## src/design/aggregated_bitmap_encoder_unit_defines.svh

```systemverilog
// Assertion macros for the file that checks the encoder.
`ifndef AGGREGATED_BITMAP_ENCODER_UNIT_DEFINES_SVH
`define AGGREGATED_BITMAP_ENCODER_UNIT_DEFINES_SVH

// Check that c holds in the same cycle whenever a holds.
`define ABE_ASSERT_SAME(label, a, c) \
    label: assert property (@(posedge clk) disable iff (!rst_n) (a) |-> (c)) \
        else $error("abe assertion failed");

// Check that c holds in the cycle after a holds.
`define ABE_ASSERT_NEXT(label, a, c) \
    label: assert property (@(posedge clk) disable iff (!rst_n) (a) |=> (c)) \
        else $error("abe assertion failed");

`endif

```

## src/design/abe_pkg.sv

```systemverilog
package abe_pkg;

    localparam int WORD_W      = 32;
    localparam int CFG_W       = 11;
    localparam int POS_W       = 10;
    localparam int GROUP_BITS  = 5;
    localparam int RESULTS_MAX = 3;
    localparam int OUT_DATA_W  = 48;

    localparam logic [CFG_W-1:0] CFG_RESET = 11'd1024;

    typedef enum logic [1:0] {
        KIND_DETAIL  = 2'd0,
        KIND_SUMMARY = 2'd1,
        KIND_COUNT   = 2'd2
    } kind_t;

    typedef struct packed {
        kind_t             kind;
        logic [POS_W-1:0]  position;
        logic [WORD_W-1:0] value;
        logic              end_of_bitmap;
    } result_t;

    typedef struct packed {
        logic [1:0] count;
        result_t    r2;
        result_t    r1;
        result_t    r0;
    } bundle_t;

endpackage

```

## src/design/abe_core.sv

```systemverilog
module abe_core #(
    parameter int MAX_WORDS = 1024
) (
    input  logic                      clk,
    input  logic                      rst_n,
    input  logic                      take,
    input  logic [abe_pkg::WORD_W-1:0] word,
    input  logic [abe_pkg::CFG_W-1:0]  bitmap_words,
    output abe_pkg::bundle_t          bundle
);
    import abe_pkg::*;

    localparam int IDX_W = $clog2(MAX_WORDS);
    localparam int CNT_W = $clog2(MAX_WORDS + 1);
    localparam int LEN_W = (IDX_W + 1 > CFG_W) ? IDX_W + 1 : CFG_W;

    logic [WORD_W-1:0] summary_acc_reg, summary_acc_next;
    logic [IDX_W-1:0]  word_index_reg, word_index_next;
    logic [CNT_W-1:0]  detail_count_reg, detail_count_next;

    logic [LEN_W-1:0]  cfg_ext;
    logic [LEN_W-1:0]  len;
    logic [LEN_W-1:0]  idx_plus;
    logic              last;
    logic              nonzero;
    logic              group_end;
    logic [WORD_W-1:0] acc_set;
    logic [15:0]       idx_ext;
    logic [15:0]       cnt_ext;
    logic [CNT_W-1:0]  cnt_inc;
    result_t           slot [RESULTS_MAX];
    logic [1:0]        n;

    always_comb
    begin
        cfg_ext = LEN_W'(bitmap_words);
        if (cfg_ext == '0)
        begin
            len = LEN_W'(1);
        end
        else if (cfg_ext > LEN_W'(MAX_WORDS))
        begin
            len = LEN_W'(MAX_WORDS);
        end
        else
        begin
            len = cfg_ext;
        end
        idx_plus  = LEN_W'(word_index_reg) + LEN_W'(1);
        last      = idx_plus >= len;
        nonzero   = word != '0;
        group_end = word_index_reg[GROUP_BITS-1:0] == {GROUP_BITS{1'b1}};
        idx_ext   = 16'(word_index_reg);
        cnt_ext   = 16'(detail_count_reg);
        acc_set   = summary_acc_reg;
        cnt_inc   = detail_count_reg;
        if (nonzero)
        begin
            acc_set = summary_acc_reg | (WORD_W'(1) << word_index_reg[GROUP_BITS-1:0]);
            cnt_inc = detail_count_reg + CNT_W'(1);
        end

        for (int k = 0; k < RESULTS_MAX; k++)
        begin
            slot[k] = '0;
        end
        n = 2'd0;
        if (nonzero)
        begin
            slot[n].kind          = KIND_DETAIL;
            slot[n].position      = cnt_ext[POS_W-1:0];
            slot[n].value         = word;
            slot[n].end_of_bitmap = 1'b0;
            n = n + 2'd1;
        end
        if (group_end || last)
        begin
            slot[n].kind          = KIND_SUMMARY;
            slot[n].position      = idx_ext[GROUP_BITS+POS_W-1:GROUP_BITS];
            slot[n].value         = acc_set;
            slot[n].end_of_bitmap = 1'b0;
            n = n + 2'd1;
        end
        if (last)
        begin
            slot[n].kind          = KIND_COUNT;
            slot[n].position      = '0;
            slot[n].value         = WORD_W'(cnt_inc);
            slot[n].end_of_bitmap = 1'b1;
            n = n + 2'd1;
        end
        bundle.count = n;
        bundle.r0    = slot[0];
        bundle.r1    = slot[1];
        bundle.r2    = slot[2];

        summary_acc_next  = (group_end || last) ? '0 : acc_set;
        word_index_next   = last ? '0 : word_index_reg + IDX_W'(1);
        detail_count_next = last ? '0 : cnt_inc;
    end

    always_ff @(posedge clk or negedge rst_n)
    begin
        if (!rst_n)
        begin
            summary_acc_reg  <= '0;
            word_index_reg   <= '0;
            detail_count_reg <= '0;
        end
        else if (take)
        begin
            summary_acc_reg  <= summary_acc_next;
            word_index_reg   <= word_index_next;
            detail_count_reg <= detail_count_next;
        end
    end

endmodule

```

## src/design/abe_out_seq.sv

```systemverilog
module abe_out_seq (
    input  logic             clk,
    input  logic             rst_n,
    input  logic             load,
    input  abe_pkg::bundle_t bundle,
    input  logic             pop_ready,
    output logic             room,
    output logic             out_valid,
    output abe_pkg::result_t out_result
);
    import abe_pkg::*;

    result_t    slot_reg [RESULTS_MAX];
    logic [1:0] cnt_reg, cnt_next;
    logic       pop;

    assign out_valid  = cnt_reg != 2'd0;
    assign out_result = slot_reg[0];
    assign pop        = out_valid && pop_ready;
    assign room       = (cnt_reg == 2'd0) || (cnt_reg == 2'd1 && pop_ready);

    always_comb
    begin
        cnt_next = cnt_reg;
        if (load)
        begin
            cnt_next = bundle.count;
        end
        else if (pop)
        begin
            cnt_next = cnt_reg - 2'd1;
        end
    end

    always_ff @(posedge clk or negedge rst_n)
    begin
        if (!rst_n)
        begin
            cnt_reg <= 2'd0;
        end
        else
        begin
            cnt_reg <= cnt_next;
        end
    end

    // load a new bundle or advance the queue
    always_ff @(posedge clk)
    begin
        if (load)
        begin
            slot_reg[0] <= bundle.r0;
            slot_reg[1] <= bundle.r1;
            slot_reg[2] <= bundle.r2;
        end
        else if (pop)
        begin
            slot_reg[0] <= slot_reg[1];
            slot_reg[1] <= slot_reg[2];
        end
    end

endmodule

```

## src/design/aggregated_bitmap_encoder_unit.sv

```systemverilog
// Aggregated bitmap encoder. Each plain word accepted on s_axis gives, in
// order, a detail result when the word is nonzero, a summary result when it
// closes a group of 32 words or the bitmap, and a count result (tlast high)
// when it closes the bitmap; tuser carries the result kind. An item waits in
// the input register until the result buffer has room, then moves through
// the combinational encoder into the buffer, so its first result is
// presented from the buffer once the item has passed the input register.
// Throughput is one item per cycle while each item yields at most one
// result and m_axis_tready stays high; each extra result in an item holds
// back the next item, as the output register sends one result per cycle
// while m_axis_tready is high. A zero word inside a group yields no result.
// Write bitmap_words on the cfg channel only while the block is idle.
module aggregated_bitmap_encoder_unit #(
    parameter int MAX_WORDS = 1024
) (
    input  logic                          clk,
    input  logic                          rst_n,
    input  logic                          cfg_valid,
    output logic                          cfg_ready,
    input  logic [abe_pkg::CFG_W-1:0]     cfg_data,       // bitmap_words
    input  logic                          s_axis_tvalid,
    output logic                          s_axis_tready,
    input  logic [abe_pkg::WORD_W-1:0]    s_axis_tdata,   // plain_word
    output logic                          m_axis_tvalid,
    input  logic                          m_axis_tready,
    output logic [abe_pkg::OUT_DATA_W-1:0] m_axis_tdata,  // position, value, zero pad
    output logic [1:0]                    m_axis_tuser,   // kind
    output logic                          m_axis_tlast    // end_of_bitmap
);
    import abe_pkg::*;

    `include "aggregated_bitmap_encoder_unit_defines.svh"

    logic [CFG_W-1:0]  bitmap_words_reg;
    logic              in_valid_reg;
    logic [WORD_W-1:0] word_reg;
    logic              take;
    logic              room;
    bundle_t           bundle;
    result_t           out_result;
    logic              out_count;

    assign cfg_ready     = 1'b1;
    assign take          = in_valid_reg && room;
    assign s_axis_tready = !in_valid_reg || take;

    always_ff @(posedge clk or negedge rst_n)
    begin
        if (!rst_n)
        begin
            bitmap_words_reg <= CFG_RESET;
            in_valid_reg     <= 1'b0;
        end
        else
        begin
            if (cfg_valid && cfg_ready)
            begin
                bitmap_words_reg <= cfg_data;
            end
            if (s_axis_tvalid && s_axis_tready)
            begin
                in_valid_reg <= 1'b1;
            end
            else if (take)
            begin
                in_valid_reg <= 1'b0;
            end
        end
    end

    // hold the item until the encoder takes it
    always_ff @(posedge clk)
    begin
        if (s_axis_tvalid && s_axis_tready)
        begin
            word_reg <= s_axis_tdata;
        end
    end

    abe_core #(
        .MAX_WORDS (MAX_WORDS)
    ) u_core (
        .clk          (clk),
        .rst_n        (rst_n),
        .take         (take),
        .word         (word_reg),
        .bitmap_words (bitmap_words_reg),
        .bundle       (bundle)
    );

    abe_out_seq u_out_seq (
        .clk        (clk),
        .rst_n      (rst_n),
        .load       (take),
        .bundle     (bundle),
        .pop_ready  (m_axis_tready),
        .room       (room),
        .out_valid  (m_axis_tvalid),
        .out_result (out_result)
    );

    assign m_axis_tdata = {{(OUT_DATA_W - WORD_W - POS_W){1'b0}},
                           out_result.value, out_result.position};
    assign m_axis_tuser = out_result.kind;
    assign m_axis_tlast = out_result.end_of_bitmap;

    assign out_count = m_axis_tvalid && m_axis_tuser == KIND_COUNT;

    `ABE_ASSERT_SAME(a_last_is_count, m_axis_tvalid && m_axis_tlast, m_axis_tuser == KIND_COUNT)
    `ABE_ASSERT_SAME(a_count_pos_zero, out_count, m_axis_tlast && out_result.position == '0)
    `ABE_ASSERT_NEXT(a_stall_holds_item, in_valid_reg && !room, in_valid_reg && $stable(word_reg))

endmodule
```

## config.mk

```make
export PLATFORM = sky130hd
export DESIGN_NAME = aggregated_bitmap_encoder_unit
export DESIGN_NICKNAME = d
export VERILOG_FILES = /design/src/design/abe_pkg.sv /design/src/design/abe_core.sv /design/src/design/abe_out_seq.sv /design/src/design/aggregated_bitmap_encoder_unit.sv
export VERILOG_INCLUDE_DIRS = /design/src /design/src/design
export SDC_FILE = /design/constraint.sdc
export NUM_CORES = 1
export LEC_CHECK = 0
export BUFFER_PORTS_ARGS = -buffer_cell sky130_fd_sc_hd__buf_2
export CAP_MARGIN = 0
export CORE_MARGIN = 4
export CORE_UTILIZATION = 55
export DETAILED_ROUTE_END_ITERATION = 8
export PLACE_DENSITY = 0.75
export SETUP_SLACK_MARGIN = 0.4
export SLEW_MARGIN = 30
export SYNTH_ARGS = -nofsm -noshare
export SYNTH_HDL_FRONTEND = slang
export SYNTH_HIERARCHICAL = 1
export SYNTH_SLANG_ARGS = --single-unit
```

## constraint.sdc

```tcl
create_clock -name clk -period 4.1 [get_ports clk]
set_input_delay 0.41 -clock clk [delete_from_list [all_inputs] [get_ports clk]]
set_output_delay 0.41 -clock clk [all_outputs]
set_load 0.05 [all_outputs]
```

==> flow_metrics.py, run 1 <==
metrics = {
    "route": {
        "viasPerCell": 5.87,
        "drc": 0,
        "initialDrtViolationCount": 920,
        "totalWireLength_microns": 26100,
        "first_pass_iteration_count_of_the_detailed_router": 8,
        "wire_per_inst_microns": 20.4,
        "vias": 7505,
        "detail-route-antenna-nets": 0,
    },
    "power": {
        "clkPwrFrac": 0.205,
        "ir_worst_vdd_mv": 0.451,
        "seq_pwr_share": 0.399,
        "leakage_nw": 5.44,
        "power.net_switching_mw": 4.14,
        "share_comb_of_total_power": 0.396,
        "cellPowerDensity_nw_per_um2": 795,
        "power.switching_fraction": 0.390,
        "p_int_mw": 6.48,
    },
    "clocking": {
        "cts_sinks": 234,
        "cts.reportedPaths.clkPinSlew_ns": 0.06,
        "root_buffer": "sky130_fd_sc_hd__clkbuf_16",
        "htreeDepth": 1,
        "clock_latency_ns": 0.53,
        "tritoncts.num_buffers": 25,
        "clk_path_buf_depth": 3,
        "tritoncts": "built",
    },
    "yosys": {
        "summed_instance_area_of_the_synthesized_netlist_sq_um": 12000,
        "netlist.top_cell.by_area": "sky130_fd_sc_hd__edfxtp_1",
        "synth_cell_types": 57,
        "synth_top_area_frac": 0.420,
        "yosys_warnings": 6,
        "synth-edff-count": 167,
        "avgSynthCellArea_sq_um": 12.9,
        "ys_ff_latch": 234,
        "post_synth_inst_count": 925,
        "seq_area_frac_synth": 0.560,
        "dominantRegCellSynth": "sky130_fd_sc_hd__edfxtp_1",
        "synth_async_sr_flop_share": 0.286,
        "synth_top_cells_by_area": "sky130_fd_sc_hd__edfxtp_1 42%, sky130_fd_sc_hd__dfrtp_1 14%, sky130_fd_sc_hd__mux2_4 13%",
    },
    "setup_path": {
        "worst-endpoint-arrival_ns": 4.03,
        "critPathMostFrequentCell": "sky130_fd_sc_hd__and3_4",
        "type_of_element_launching_the_critical_path": "flop",
        "critPathMaxStageDelay_ns": 0.40,
        "crit_required_ns": 4.37,
        "crit_path_top_delay_cell": "sky130_fd_sc_hd__dfrtp_1",
        "r2r_start": "u_core/word_index_reg[1]",
        "setup.reg_to_reg.worst_slack_ns": 0.35,
        "worst_path_maximum_fanout": 15,
        "criticalPathCategory": "flop to flop",
        "reg2reg_depth": 15,
        "timing.critical_path.buf_inv": 3,
        "worst_setup_path_end_kind": "flop",
        "critical_path.reg2reg.endpoint": "u_out_seq/slot_reg[0][6]",
        "cp_cell_sequence": "ha_2 -> and3_4 -> and3_4 -> and3_4 -> and3_4 -> ha_4 -> nand4_1 -> nor2_2 -> buf_4 -> a221o_2 -> buf_6 -> nand2_2 -> clkinv_4 -> a21oi_1 -> mux2_4",
        "kind_of_cell_adding_the_most_delay_to_the_critical_path": "simple AND/OR/NAND/NOR gates",
    },
    "finish": {
        "fill_cells": 1557,
        "final_area_sq_um": 13400,
        "largest_register_ff_count": 135,
        "post_route_cells_drive_above_1_share": 0.325,
        "final_nets": 1061,
        "multi_input_comb_area_sq_um": 4530,
        "antenna_cells": 0,
        "areaGrowthSynthToFinish_pct": 11.9,
        "area.sequential_sq_um": 6690,
    },
    "worst_hold_path": {
        "hold_path_class": "primary input to flop",
        "worstHoldPathCells": 1,
        "hp-start": "s_axis_tdata[16]",
        "end_point_of_the_most_critical_hold_path": "word_reg[16]",
    },
    "timing": {
        "final-hold-violation-count": 0,
        "slew_viol_final": 0,
        "worst-slew-pin-transition_ns": 1.02,
        "period_utilisation_layout": 0.915,
        "maxSlewHeadroom": 0.320,
        "rsz0062_at_grt": "true",
        "layout_skew_ns": 0.00969,
        "setup_viol": 0,
        "finalSetupTns_ns": 0,
        "final_period_minus_worst_setup_slack_ns": 3.75,
        "maxClockFrequency_ghz": 0.267,
    },
    "flow_run": {
        "maxCapViolations": 0,
    },
    "global_routing": {
        "pin_count_of_the_biggest_net_entering_global_routing": 66,
        "global_route_wire_length_before_repair_microns": 39000,
        "grt_remaining_overflow": 0,
        "grt_pass1_vias": 7158,
        "globalRouteTotalUtil": 0.202,
        "antenna_found_initial": 0,
    },
    "floorplan": {
        "die_w_microns": 155,
        "design.core.area_sq_um": 21200,
        "floorplan.die.height_microns": 155,
        "initial_utilization": 0.563,
        "design.die.area_sq_um": 24200,
        "num_rows": 53,
        "boundaryPins": 102,
    },
    "run_status": {
        "run_status": "finished clean",
    },
    "placement": {
        "place_congestion": 0.853,
        "postPlaceCellArea_sq_um": 12100,
        "place.port_buffers": 94,
        "detailed_place_hpwl_microns": 15900,
    },
}
==> placed cells by master (no fill, tap or decap), drive strengths merged, types with 4 or more instances in the layout <==
master / n
ha: 27
xor2: 8
o21ai: 15
nand4: 10
and2: 9
a22oi: 4
nand2: 31
o22ai: 14
o2bb2ai: 8
nor4: 10
a31oi: 45
clkinv: 15
a221oi: 10
and3: 10
xnor2: 8
nand3: 11
dfrtp: 66
edfxtp: 167
conb: 44
buf: 132
clkbuf: 32
mux2: 101
nor2b: 5
a21oi: 61
inv: 18
nor2: 108
nand2b: 4
==> cells in the mapped netlist, types with 2 or more instances <==
cell,count
sky130_fd_sc_hd__nor2_1,108
sky130_fd_sc_hd__or4b_2,2
sky130_fd_sc_hd__a221oi_2,3
sky130_fd_sc_hd__nand2_1,31
sky130_fd_sc_hd__nor3_2,2
sky130_fd_sc_hd__clkinv_1,2
sky130_fd_sc_hd__o31ai_1,3
sky130_fd_sc_hd__buf_12,9
sky130_fd_sc_hd__xor2_1,7
sky130_fd_sc_hd__a21oi_1,55
sky130_fd_sc_hd__ha_1,27
sky130_fd_sc_hd__clkbuf_1,26
sky130_fd_sc_hd__o22ai_1,14
sky130_fd_sc_hd__edfxtp_1,167
sky130_fd_sc_hd__a22oi_1,4
sky130_fd_sc_hd__mux2_4,100
sky130_fd_sc_hd__nand3_1,10
sky130_fd_sc_hd__inv_1,18
sky130_fd_sc_hd__buf_2,9
sky130_fd_sc_hd__buf_6,6
sky130_fd_sc_hd__conb_1,3
sky130_fd_sc_hd__nand2b_1,4
sky130_fd_sc_hd__o211ai_1,2
sky130_fd_sc_hd__a221oi_1,7
sky130_fd_sc_hd__xnor2_1,8
sky130_fd_sc_hd__buf_4,94
sky130_fd_sc_hd__nor4_1,10
sky130_fd_sc_hd__o21ai_0,14
sky130_fd_sc_hd__a31oi_1,45
sky130_fd_sc_hd__a21oi_2,6
sky130_fd_sc_hd__nand4_1,10
sky130_fd_sc_hd__o2bb2ai_1,8
sky130_fd_sc_hd__nor2b_1,5
sky130_fd_sc_hd__dfrtp_1,66
sky130_fd_sc_hd__and2_1,9
sky130_fd_sc_hd__and3_1,10
==> metrics by stage <==
step	hold WS [ns]	power, mW	cells	utilization	setup slack (ns)
2_1_floorplan	0.114	7.63	966	-	0.283
3_3_place_gp	0.502	8.12	1213	0.569	0.219
3_5_place_dp	0.449	8.24	1213	0.569	0.0965
4_1_cts	0.0440	10.5	1265	0.612	0.416
5_1_grt	0.0474	11.1	1279	0.630	0.246
6_report	0.0568	10.6	1279	0.630	0.348
==> repair_timing <==
| item | 4_1_cts | 5_1_grt |
|---|---|---|
| pin swaps | 4 | 12 |
| setup endpoints to repair | 69 | 77 |
| endpoints found under the hold margin | 41 | 0 |
| hold buffers | 1 | 0 |
| cloned | 1 | 6 |
| buffers inserted | 5 | 8 |
| gates resized for setup | 14 | 44 |
==> kinds of logic after synthesis <==
kind of cell | after synthesis | share of synthesized area
adder cells (fa/ha/maj) | 27 | 0.0283
multiplexers | 102 | 0.127
flip-flops | 234 | 0.560
buffers and inverters | 166 | 0.0992
AND/OR/NAND/NOR | 208 | 0.0809
AO/OA/AOI/OAI | 169 | 0.0909
XOR/XNOR | 16 | 0.0124
other | 3 | 0.000942
==> worst max-delay path by stage <==
stage | start | slack, ns | depth (start not counted) | to
6_report | u_core/word_index_reg[1] | 0.35 | 15 | u_out_seq/slot_reg[0][6]
5_1_grt | u_core/word_index_reg[1] | 0.25 | 18 | u_out_seq/slot_reg[0][10]
4_1_cts | u_core/word_index_reg[0] | 0.42 | 18 | u_out_seq/slot_reg[0][10]
3_5_place_dp | u_core/word_index_reg[1] | 0.1 | 18 | u_out_seq/slot_reg[0][10]
3_3_place_gp | u_core/word_index_reg[1] | 0.22 | 17 | u_out_seq/slot_reg[0][6]
2_1_floorplan | u_core/word_index_reg[0] | 0.28 | 17 | u_out_seq/slot_reg[0][12]
==> metal layers <==
layer	part of all wire	track usage
met1	0.41	0.290
met2	0.47	0.320
met3	0.094	0.0312
met4	0.028	0.0634
met5	0	0
==> cell type report <==
cell class              instances  area share
repair buffers                135      0.0679
inverters                      21     0.00702
clock inverters                15     0.00973
repair inverters                1    0.000655
multi-input cells             568       0.339
clock buffers                  30      0.0497
flip-flops and latches        234       0.501
well taps                     275      0.0257
==> power by group through the flow <==
stage                     combinational [mW]  clock, mW  sequential (mW)
after floorplan                         3.55          0             4.08
after global placement                  3.92          0             4.21
after detailed placement                4.01          0             4.23
after CTS                               4.07       2.22             4.20
after global routing                    4.47       2.31             4.32
final                                   4.21       2.18             4.24
No activity file was read; power rests on OpenSTA's default activity.
==> inputs of run 2 (changes only) <==
Settings changed: CTS_BUF_LIST from default to sky130_fd_sc_hd__clkbuf_16.
==> run 2 against run 1 <==
Design area up 0.37%; critical path depth fell by 1; combinational power up 1%; count of clock-buffer cells in the layout shrank 5; setup slack got worse by 0.0059 ns; sequential share of layout area is 0.18 points lower; non-clock buffer count is 6 higher; clock skew up 0.0019 ns; sequential cell count is the same.
==> flow_metrics.py, run 2 (synthesis gave the netlist of run 1 again) <==
metrics = {
    "route": {
        "first_pass_iteration_count_of_the_detailed_router": 6,
        "wire_per_inst_microns": 20.8,
        "totalWireLength_microns": 26600,
        "vias": 7609,
        "viasPerCell": 5.93,
        "detail-route-antenna-nets": 0,
        "drc": 0,
        "initialDrtViolationCount": 880,
    },
    "finish": {
        "post_route_cells_drive_above_1_share": 0.330,
        "layout_commonest_cell": "sky130_fd_sc_hd__edfxtp_1",
        "multi_input_comb_area_sq_um": 4480,
        "area.sequential_sq_um": 6690,
        "final_nets": 1065,
        "largest_register_ff_count": 135,
        "antenna_cells": 0,
        "areaGrowthSynthToFinish_pct": 12.3,
        "fill_cells": 1576,
        "mostFrequentLayoutCells": "167 x sky130_fd_sc_hd__edfxtp_1, 101 x sky130_fd_sc_hd__nor2_1, 100 x sky130_fd_sc_hd__mux2_4",
        "post_layout_nonfiller_instances": 1283,
    },
    "power": {
        "p_int_mw": 6.48,
        "power.net_switching_mw": 4.16,
        "power.switching_fraction": 0.391,
        "leakage_nw": 5.49,
        "ir_worst_vdd_mv": 0.455,
        "seq_pwr_share": 0.398,
        "clkPwrFrac": 0.200,
        "share_comb_of_total_power": 0.402,
        "cellPowerDensity_nw_per_um2": 793,
    },
    "global_routing": {
        "global_route_wire_length_before_repair_microns": 39900,
        "global_route.usage.met1": 0.294,
        "grt_remaining_overflow": 0,
        "gr-max-usage-layer": "met2",
        "grtUsageMet3": 0.0339,
        "grt_pass1_vias": 7213,
        "antenna_found_initial": 0,
        "pin_count_of_the_biggest_net_entering_global_routing": 66,
        "grtUsageMet2": 0.329,
        "globalRouteTotalUtil": 0.207,
    },
    "placement": {
        "place_congestion": 0.853,
        "detailed_place_hpwl_microns": 15900,
        "place.port_buffers": 94,
        "dp_cells": 1213,
    },
    "flow_run": {
        "maxCapViolations": 0,
    },
    "timing": {
        "slew_viol_final": 0,
        "maxClockFrequency_ghz": 0.266,
        "maxSlewHeadroom": 0.339,
        "worst-slew-pin-transition_ns": 0.990,
        "rsz0062_at_grt": "true",
        "final-hold-violation-count": 0,
        "setup_viol": 0,
        "layout_skew_ns": 0.0116,
        "final_period_minus_worst_setup_slack_ns": 3.76,
        "period_utilisation_layout": 0.916,
        "finalSetupTns_ns": 0,
    },
    "floorplan": {
        "design.core.area_sq_um": 21200,
        "num_rows": 53,
        "die_w_microns": 155,
        "boundaryPins": 102,
        "design.die.area_sq_um": 24200,
        "floorplan.die.height_microns": 155,
        "initial_utilization": 0.563,
    },
    "run_status": {
        "run_status": "finished clean",
    },
    "setup_path": {
        "criticalPathCategory": "flop to flop",
        "timing.critical_path.buf_inv": 1,
        "type_of_element_launching_the_critical_path": "flop",
        "critPathMaxStageDelay_ns": 0.47,
        "worst_setup_path_end_kind": "flop",
        "critPathMostFrequentCell": "sky130_fd_sc_hd__and3_4",
        "worst-endpoint-arrival_ns": 4.03,
        "worst_path_maximum_fanout": 18,
        "r2r_start": "u_core/word_index_reg[0]",
        "cp_cell_sequence": "ha_2 -> and3_4 -> and3_4 -> and3_4 -> xnor2_2 -> ha_1 -> nand4_1 -> nor2_2 -> buf_4 -> a221o_2 -> o21a_4 -> a221oi_2 -> a21oi_2 -> mux2_4",
        "critical_path.reg2reg.endpoint": "u_out_seq/slot_reg[0][4]",
        "crit_path_top_delay_cell": "sky130_fd_sc_hd__a221o_2",
        "reg2reg_depth": 14,
        "setup.reg_to_reg.worst_slack_ns": 0.34,
        "crit_required_ns": 4.37,
        "kind_of_cell_adding_the_most_delay_to_the_critical_path": "compound AO/OA/AOI/OAI gates",
    },
    "clocking": {
        "tritoncts": "built",
        "clock_latency_ns": 0.52,
        "tritoncts.num_buffers": 25,
        "cts.reportedPaths.clkPinSlew_ns": 0.06,
        "clk_path_buf_depth": 3,
        "cts_sinks": 234,
        "htreeDepth": 1,
        "root_buffer": "sky130_fd_sc_hd__clkbuf_16",
    },
    "worst_hold_path": {
        "worstHoldPathCells": 1,
        "hp-start": "s_axis_tdata[26]",
        "end_point_of_the_most_critical_hold_path": "word_reg[26]",
        "hold_path_class": "primary input to flop",
    },
}
run 2: cell count changes in the layout (fill, tap and decap cells not counted), moves of 3 or more:
cell / before / now
sky130_fd_sc_hd__nor2_1: 106 / 101
sky130_fd_sc_hd__nor2_2: 1 / 6
sky130_fd_sc_hd__a221oi_4: 7 / 3
sky130_fd_sc_hd__a221oi_2: 3 / 6
sky130_fd_sc_hd__buf_12: 5 / 8
sky130_fd_sc_hd__clkbuf_1: 3 / 0
sky130_fd_sc_hd__inv_1: 15 / 18
run 2: power groups by stage:
stage / clock [mW] / sequential (mW) / combinational (mW)
after CTS: 2.18 / 4.20 / 4.14
after global placement: 0 / 4.21 / 3.92
after global routing: 2.27 / 4.32 / 4.54
final: 2.13 / 4.23 / 4.27
after detailed placement: 0 / 4.23 / 4.01
after floorplan: 0 / 4.08 / 3.55
run 2: what timing repair did:
action	4_1_cts	5_1_grt
pin swaps	9	10
endpoints found under the setup margin	69	78
gates resized for setup	19	39
buffers inserted	10	8
hold buffers	1	0
endpoints found under the hold margin	41	0
gates cloned	3	3
run 2: how the worst max path moves through the flow:
stage	start	end	slack, ns	cells past startpoint
floorplan	u_core/word_index_reg[0]	u_out_seq/slot_reg[0][12]	0.28	17
global route	u_core/word_index_reg[0]	u_out_seq/slot_reg[0][10]	0.23	18
global placement	u_core/word_index_reg[1]	u_out_seq/slot_reg[0][6]	0.22	17
CTS	u_core/word_index_reg[1]	u_out_seq/slot_reg[0][31]	0.40	17
detailed placement	u_core/word_index_reg[1]	u_out_seq/slot_reg[0][10]	0.1	18
finish	u_core/word_index_reg[0]	u_out_seq/slot_reg[0][4]	0.34	14
run 2: area by class of cell:
cell class / instances / area share
flip-flops and latches: 234 / 0.499
multi-input cells: 567 / 0.334
repair buffers: 141 / 0.0771
clock buffers: 25 / 0.0466
well taps: 275 / 0.0256
clock inverters: 20 / 0.0111
inverters: 21 / 0.00699
run 2: metrics by stage:
stage          hold WS, ns  area [sq um]  power [mW]   util  setup slack (ns)
3_3_place_gp         0.502         12100        8.12  0.569             0.219
3_5_place_dp         0.449         12100        8.24  0.569            0.0965
6_report            0.0581         13400        10.6  0.632             0.342
2_1_floorplan        0.114         12100        7.63      -             0.283
4_1_cts             0.0372         13100        10.5  0.617             0.404
5_1_grt             0.0411         13400        11.1  0.632             0.228
run 2: per-layer routing:
metal / part of all wire / vias to the layer above / wire (microns)
met3: 0.094 / 76 / 2500
met2: 0.47 / 443 / 12600
met4: 0.027 / 0 / 716
met1: 0.41 / 3709 / 10800
met5: 0 / - / 0
li1: - / 3381 / -
